[config.mk]
export PLATFORM = sky130hd
export DESIGN_NAME = mfblf_ctrl
export DESIGN_NICKNAME = d
export VERILOG_FILES = /design/src/hdl/mfblf_pkg.sv /design/src/hdl/mfblf_ctrl.sv
export SDC_FILE = /design/constraint.sdc
export NUM_CORES = 1
export LEC_CHECK = 0
export BUFFER_PORTS_ARGS = -buffer_cell sky130_fd_sc_hd__buf_2
export CAP_MARGIN = 20
export CORE_AREA = 3 3 40 42
export DETAILED_ROUTE_END_ITERATION = 7
export DIE_AREA = 0 0 43 45
export PLACE_DENSITY = 0.38
export SLEW_MARGIN = 40
export SYNTH_ARGS = -nofsm -noshare
export SYNTH_HDL_FRONTEND = slang
export SYNTH_SLANG_ARGS = --single-unit
[constraint.sdc]
create_clock -name clk_i -period 1.9 [get_ports clk_i]
set_input_delay 0.285 -clock clk_i [delete_from_list [all_inputs] [get_ports clk_i]]
set_output_delay 0.285 -clock clk_i [all_outputs]
set_load 0.01 [all_outputs]
[src/hdl/mfblf_pkg.sv]
`timescale 1ns / 1ps
// ----------------------------------------------------------------------------
// mfblf_pkg
// Shared types and constants for the monochrome framebuffer with row flush.
// ----------------------------------------------------------------------------
package mfblf_pkg;

  localparam int PANEL_WIDTH  = 128;
  localparam int PANEL_HEIGHT = 64;
  localparam int ROW_BYTES    = PANEL_WIDTH / 8;
  localparam int HALF_ROWS    = PANEL_HEIGHT / 2;
  localparam int ROW_W        = $clog2(PANEL_HEIGHT);
  localparam int COL_W        = $clog2(PANEL_WIDTH);
  localparam int BYTE_IDX_W   = $clog2(ROW_BYTES);
  localparam int HALF_W       = $clog2(HALF_ROWS);

  localparam logic [7:0] ADDR_CMD     = 8'h80;
  localparam logic [7:0] LOWER_HALF_X = 8'h08;

  // operation codes
  localparam logic [1:0] OP_PIXEL  = 2'd0;
  localparam logic [1:0] OP_FLUSH  = 2'd1;
  localparam logic [1:0] OP_CLEAR  = 2'd2;
  localparam logic [1:0] OP_UNUSED = 2'd3;

  // pixel colors
  localparam logic [1:0] COLOR_CLEAR  = 2'd0;
  localparam logic [1:0] COLOR_SET    = 2'd1;
  localparam logic [1:0] COLOR_INVERT = 2'd2;
  localparam logic [1:0] COLOR_KEEP   = 2'd3;

  typedef enum logic [2:0] {
    ST_IDLE,
    ST_WRITE,
    ST_CMD_Y,
    ST_CMD_X,
    ST_DATA
  } state_e;

  typedef enum logic [1:0] {
    SEL_CMD_Y,
    SEL_CMD_X,
    SEL_DATA
  } sel_e;

  typedef struct packed {
    logic accept;     // request taken this cycle, read row
    logic clear_all;  // drop every row
    logic mem_write;  // write modified row back
    logic push;       // load output register
    sel_e sel;        // what the output register gets
    logic cnt_clr;
    logic cnt_inc;
  } cmd_t;

  typedef struct packed {
    logic pix_ok;     // pixel in bounds and color changes something
    logic out_free;   // output register can take a byte
    logic last_byte;  // byte counter on final byte of row
  } status_t;

endpackage

[src/hdl/mfblf_ctrl.sv]
`timescale 1ns / 1ps
// ----------------------------------------------------------------------------
// mfblf_ctrl
// Sequencer for pixel read-modify-write, clear and row flush.
// ----------------------------------------------------------------------------
module mfblf_ctrl (
  input  logic              clk_i,
  input  logic              rst_ni,
  input  logic              in_valid_i,
  input  logic [1:0]        operation_i,
  input  mfblf_pkg::status_t status_i,
  output mfblf_pkg::cmd_t    cmd_o,
  output logic              in_stall_o
);
  import mfblf_pkg::*;

  state_e state_q, state_d;

  always_ff @(posedge clk_i or negedge rst_ni) begin
    if (!rst_ni) begin
      state_q <= ST_IDLE;
    end else begin
      state_q <= state_d;
    end
  end

  // next state
  always_comb begin
    state_d = state_q;
    case (state_q)
      ST_IDLE: begin
        if (in_valid_i) begin
          if (operation_i == OP_PIXEL && status_i.pix_ok) begin
            state_d = ST_WRITE;
          end else if (operation_i == OP_FLUSH) begin
            state_d = ST_CMD_Y;
          end
        end
      end
      ST_WRITE: state_d = ST_IDLE;
      ST_CMD_Y: begin
        if (status_i.out_free) state_d = ST_CMD_X;
      end
      ST_CMD_X: begin
        if (status_i.out_free) state_d = ST_DATA;
      end
      ST_DATA: begin
        if (status_i.out_free && status_i.last_byte) state_d = ST_IDLE;
      end
      default: state_d = ST_IDLE;
    endcase
  end

  // outputs
  always_comb begin
    cmd_o      = '0;
    cmd_o.sel  = SEL_DATA;
    in_stall_o = 1'b1;
    case (state_q)
      ST_IDLE: begin
        in_stall_o      = 1'b0;
        cmd_o.accept    = in_valid_i;
        cmd_o.clear_all = in_valid_i && (operation_i == OP_CLEAR);
      end
      ST_WRITE: cmd_o.mem_write = 1'b1;
      ST_CMD_Y: begin
        cmd_o.push    = status_i.out_free;
        cmd_o.sel     = SEL_CMD_Y;
        cmd_o.cnt_clr = 1'b1;
      end
      ST_CMD_X: begin
        cmd_o.push = status_i.out_free;
        cmd_o.sel  = SEL_CMD_X;
      end
      ST_DATA: begin
        cmd_o.push    = status_i.out_free;
        cmd_o.sel     = SEL_DATA;
        cmd_o.cnt_inc = status_i.out_free;
      end
      default: begin
        in_stall_o = 1'b1;
      end
    endcase
  end

endmodule

## Word-level counts from Yosys, hierarchy flattened

Index checks and enable logic that the tools add are counted.

- Equality and inequality tests: 11
- Reduce and logical (&&, ||, !) cells: 6
- Mux-type cells: 13

Operator list:

| operator | count |
|---|---|
| 3-bit two-way mux | 6 |
| 3-bit one-hot mux with 4 select lines | 1 |
| 3-bit one-hot mux with 3 select lines | 1 |
| 2-bit inequality test (second input constant) | 4 |
| 3-bit by 2-bit equality test with 1-bit output (second input constant) | 2 |
| 5-bit AND reduction | 1 |
| 1-bit two-way mux | 4 |
| 3-bit by 1-bit equality test with 1-bit output (second input constant) | 1 |
| 3-bit equality test (second input constant) | 1 |
| 1-bit logical AND | 3 |
| 3-bit logical NOT | 1 |
| 3-bit inequality test (second input constant) | 1 |
| 2-bit by 1-bit equality test with 1-bit output (second input constant) | 1 |
| 2-bit equality test (second input constant) | 1 |
| 2-bit logical NOT | 1 |
| 2-bit two-way mux | 1 |

- Input bits: 8
- Output and inout bits: 9
- Register bits after elaboration: 3

## Depth between registers and ports, before layout

Gate-level depths: netlist of run 1.

- Word-level depth: 5
- Depth in mapped cells: 4

## Worst setup path before layout of run 1

Ideal clock, no wire load.

- Path kind: reg-to-output
- From: register state_q[0]
- To: output cmd_o[6] in the netlist's numbering
- Cell stages (with the launch flop): 4
- Setup slack: 0.736 ns
- Required time: 1.615 ns
- Arrival: 0.879 ns
- Path through: dfrtp_1 buf_2 nor3_2 and4b_1

RTL lines:

| item | line | text |
|---|---|---|
| from (decl) | mfblf_ctrl.sv:17 | `state_e state_q, state_d;` |
| from (signal assigned) | mfblf_ctrl.sv:23 | `state_q <= state_d;` |
| to (decl) | mfblf_ctrl.sv:12 | `output mfblf_pkg::cmd_t cmd_o,` |

==> metrics, run 1 <==
status=complete, no violations; Top Ports=17; sequential share of the synthesized area=32.79%; Routed WL=587 um; CORE AREA=1285 um^2; total power=0.5239 mW; first-pass GRT wire length=1.007 mm; port bufs=16; largest family of logic cells by synthesized area=simple AND/OR/NAND/NOR gates; WS Path Type=reg -> out; drt initial violations=1; Reg-to-Reg Start=state_q[0]; Setup Buffers After CTS=0; FF+latch count, synth=3; Min Hold Slack=0.3587 ns; largest registers=state_q (3); end point of the critical path=cmd_o[0]; fill count=153; Post-route DRC=0; PnR worst setup slack=0.3820 ns; H-tree depth=1; Syn. warnings=0; min Tclk post-route=1.518 ns; vias in the first global route=250; Bufs on Longest Clock Path=2; Pins Over Slew Limit=0; routability cong.=0.6500; post-synthesis simple-gate area fraction=42.08%; Syn Std Cell Area=229.0 um^2; Post-Synth XOR/XNOR Area=3.825%; Post-layout nets=53; Final Instance Area=359.1 um^2; Leak Pwr=0.1846 nW; detail-routed via count per cell=4.102; Setup violations, final=0; Post-CTS Resized=0; gr ovfl total=0; clock-pin slew on the worst setup and hold paths=0.04 ns; CTS tree=built; Post-Synth Adder-Cell Area=0%; PwrDens=1459 nW/um^2; Die X=43 um; Worst setup EP type=output pin; largest register by flop count=state_q; Post-CTS Hold Buffers=1; part of the cycle the worst path needs=79.90%; CTS root buffer=clkbuf_4; largest net degree at the start of global routing=10; flip-flop count of the largest register after layout=3; post-synthesis compound-gate area fraction=15.85%; Crit Path Max Fanout=9; reg2reg setup slack=0.86 ns; TritonCTS Buffers=3; Worst-Skew Late Latency=0.24 ns; setup TNS=0 ns; via count=242; clock sinks=3; synthesized instance count=24; antenna cells=0; Data arrival, critical path=1.23 ns; die height=45 um; die area=1935 um^2; WL per Instance=9.949 um; clock skew=0.006943 ns; syn avg cell area=9.540 um^2; min-delay src=status_i[0]; Slew headroom=79.76%; maxcap violations=0; RSZ-0062 raised after global routing=false; worst flop-to-flop path endpoint=state_q[1]; GRT Overall Usage=7.513%; DP HPWL=481.7 um; Worst Max-Slew Pin Slew=0.3036 ns; Place WS=0.6322 ns; Setup crit start=state_q[0]; Fin. Hold Viols=0; worst hold path class=in -> reg; syn nets=32; fmax=0.6588 GHz; length of the first detailed-routing pass in iterations=2; Critical Path Start Type=register; CP required=1.62 ns; initial antenna violation count=0; initial core utilization=17.82%; maximum vdd drop=0.0005297 V; share of cells above drive strength 1=52.27%; post-route ant nets=0; Worst Reg-to-Reg Cells=2; P&R area growth vs syn=56.83%; synth unique cells=19; Site Rows=13; DP Area=322.8 um^2; mux contribution to synthesized area=0%
==> stage by stage <==
| step | instances | utilization [%] |
|---|---|---|
| floorplan | 24 | - |
| global placement | 54 | 25.12 |
| detailed placement | 54 | 25.12 |
| CTS | 59 | 27.95 |
| global route | 59 | 27.95 |
| finish | 59 | 27.95 |
==> synth_stat cells, drive strengths merged <==
cell	instances	area, um^2
a21oi	1	5.000
a32o	1	10.01
and2	3	18.77
and4b	1	10.01
buf	1	5.000
dfrtp	3	75.07
inv	2	7.500
nand2	1	3.750
nand4bb	1	11.26
nor2	1	3.750
nor2b	1	8.760
nor3	1	10.01
nor3b	2	20.02
nor4bb	1	10.01
o21a	2	15.01
o22ai	1	6.260
xnor2	1	8.760
==> critical path: stages (launching register included) <==
cell and delay (ns):
dfrtp_1 0.48, nor3b_2 0.25, and2_1 0.15, buf_2 0.12
==> placed cells by master (no fill, tap or decap) <==
cell type,n
xnor2_1,1
inv_2,1
and4b_1,1
buf_2,16
o22ai_1,1
nor3b_1,1
dlygate4sd3_1,1
clkbuf_1,1
nor2_1,1
o21a_1,2
nor2b_2,1
nand2_1,1
nand4bb_1,1
a21oi_1,1
a32o_1,1
inv_1,1
nor4bb_1,1
dfrtp_1,3
nor3b_2,1
clkbuf_4,3
and2_1,3
nor3_2,1
==> kinds of logic after synthesis <==
family	count (synthesis)
AND/OR/NAND/NOR	12
XOR/XNOR	1
buffers and inverters	3
AO/OA/AOI/OAI	5
flip-flops	3
==> power by group <==
group	total (mW)	leakage, nW	internal (mW)	switching (mW)
clock	0.114	0.0150	0.0789	0.0355
combinational	0.267	0.130	0.134	0.133
sequential	0.142	0.0392	0.0905	0.0519
==> metal layers <==
layer  wire length (um)  GRT usage [%]  share of wire [%]
met5                  0              0                  0
met4                  0          7.229                  0
met3                 57          4.781                9.7
met2                301          10.78                 51
met1                228          7.282                 39
==> how the worst min path moves through the flow <==
| stage | to | cells past startpoint |
|---|---|---|
| final | state_q[2] | 3 |
| after global routing | state_q[0] | 2 |
| after CTS | state_q[2] | 3 |
| after detailed placement | state_q[1] | 1 |
| after global placement | state_q[1] | 1 |
| after floorplan | state_q[0] | 0 |
==> final cells by class <==
cell class | count | area [um^2] | share of cell area (%)
clock buffers | 4 | 26.28 | 7.317
inverters | 2 | 7.507 | 2.091
multi-input cells | 18 | 141.4 | 39.37
flip-flops and latches | 3 | 75.07 | 20.91
well taps | 15 | 18.77 | 5.226
repair buffers | 17 | 90.09 | 25.09
(Power assumes the default switching activity.)
==> inputs of run 2 (changes only) <==
==> constraint.sdc (replaced) <==
create_clock -name clk_i -period 1.4 [get_ports clk_i]
set_input_delay 0.21 -clock clk_i [delete_from_list [all_inputs] [get_ports clk_i]]
set_output_delay 0.21 -clock clk_i [all_outputs]
set_load 0.01 [all_outputs]
==> metrics, run 2 (synthesis gave the netlist of run 1 again) <==
length of the first detailed-routing pass in iterations=1; H-tree depth=1; maxcap violations=0; GR Layer Usage met2=11.68%; Post-route DRC=0; grt met1 use=7.282%; fin util=30.48%; Worst setup EP type=output pin; Bufs on Longest Clock Path=2; TritonCTS Buffers=3; Critical Path Start Type=register; die area=1935 um^2; largest net degree at the start of global routing=7; Data arrival, critical path=1.20 ns; worst hold path class=in -> reg; WP buf/inv=1; port bufs=16; WL per Instance=10.77 um; post-route ant nets=0; PnR worst setup slack=-0.007738 ns; CP max-delay cell=dfrtp_2; largest register by flop count=state_q; reg2reg setup slack=0.28 ns; setup TNS=-0.007738 ns; commonest non-fill, non-tap cell in the layout=buf_2; CP required=1.19 ns; routability cong.=0.6500; P&R area growth vs syn=71.04%; WS Path Type=reg -> out; die height=45 um; Setup violations, final=1; clock skew=0.006981 ns; drt initial violations=0; Fin. Hold Viols=0; Post-layout nets=55; GR Util met3=4.781%; worst flop-to-flop path endpoint=state_q[1]; failing checks=setup timing; CORE AREA=1285 um^2; detail-routed via count per cell=4.180; min-delay src=status_i[0]; highest-count cells in the layout ignoring fill and taps=buf_2 (16), and2_1 (3), clkbuf_4 (3), dfrtp_2 (3); share of cells above drive strength 1=63.04%; CP max stage delay=0.43 ns; first-pass GRT wire length=1.048 mm; Worst Max-Slew Pin Slew=0.2619 ns; clock sinks=3; part of the cycle the worst path needs=100.6%; Place WS=0.2072 ns; CP cell instances=nor3_4 -> and4b_1 -> buf_2; Top Ports=17; CTS root buffer=clkbuf_4; kind of cell adding the most delay to the critical path=flip-flops; CTS tree=built; DP HPWL=481.7 um; dpl cells=54; Slew headroom=82.30%; flip-flop count of the largest register after layout=3; Hold Path Depth=3; Crit Path Max Fanout=4; GRT Overall Usage=7.763%; initial core utilization=17.82%; vias in the first global route=256; Min-Delay Endpoint=state_q[2]; antenna cells=0; via count=255; Worst-Skew Late Latency=0.24 ns; gr ovfl total=0; Layout Cells excl Fill=61; largest registers=state_q (3); Routed WL=657 um; fmax=0.7104 GHz; Die X=43 um; Leak Pwr=0.1958 nW; Reg-to-Reg Start=state_q[0]; initial antenna violation count=0; Pins Over Slew Limit=0; PwrDens=2096 nW/um^2; RSZ-0062 raised after global routing=true; grt peak-use layer=met2; Worst Reg-to-Reg Cells=3; status=finished, violations left; clock-pin slew on the worst setup and hold paths=0.04 ns; min Tclk post-route=1.408 ns; maximum vdd drop=0.0006830 V; Site Rows=13
run 2: changes by cell type in the layout (fill, tap and decap cells not counted):
cell | before | now
dfrtp_2 | 0 | 3
dfrtp_1 | 3 | 0
buf_4 | 0 | 2
nor2_1 | 1 | 0
nor2b_4 | 0 | 1
nor3_4 | 0 | 1
nor2b_2 | 1 | 0
nor2_2 | 0 | 1
nor3_2 | 1 | 0
run 2: tightest hold or removal path, stage by stage:
cell	delay, ns
buf_2	0.10
nand2_1	0.06
a32o_1	0.12
run 2: worst max-delay path by stage:
stage / from / to / slack, ns / depth (start not counted)
detailed placement: state_q[0] / cmd_o[6] / 0.21 / 3
finish: state_q[0] / cmd_o[6] / -0.008 / 3
floorplan: state_q[0] / cmd_o[6] / 0.31 / 3
CTS: state_q[0] / cmd_o[6] / -0.03 / 3
global route: state_q[2] / cmd_o[0] / -0.08 / 3
global placement: state_q[0] / cmd_o[0] / 0.20 / 3
run 2: what timing repair did:
action                                  in CTS  in global routing
setup buffers                                2                  0
endpoints found under the setup margin       3                  6
resized for setup                            1                  5
hold buffers                                 1                  0
pin swaps                                    2                  1
endpoints found under the hold margin        3                  0
run 2: stage by stage:
step,area [um^2],power [mW],hold WS (ns)
2_1_floorplan,229.0,0.4285,-0.08559
3_3_place_gp,322.8,0.5695,0.005371
6_report,391.6,0.8207,0.2826
5_1_grt,391.6,0.8930,0.2996
4_1_cts,375.4,0.7766,0.2796
3_5_place_dp,322.8,0.5653,0.008327
run 2: metal layers:
metal  up-vias  routed length (um)
met3         0                  57
met2         8                 342
met1       116                 256
met5         -                   0
met4         0                   0
li1        131                   -
run 2: power breakdown:
part	total, mW	switching (mW)	internal, mW	leakage (nW)
sequential	0.205	0.0742	0.131	0.0350
clock	0.155	0.0483	0.107	0.0150
combinational	0.461	0.216	0.245	0.146
total	0.821	0.338	0.482	0.196
run 2: layout make-up:
type / instances / area, um^2
inverters: 2 / 7.507
repair buffers: 19 / 105.1
flip-flops and latches: 3 / 78.83
clock buffers: 4 / 26.28
multi-input cells: 18 / 155.1
fillers: 146 / 893.4
well taps: 15 / 18.77
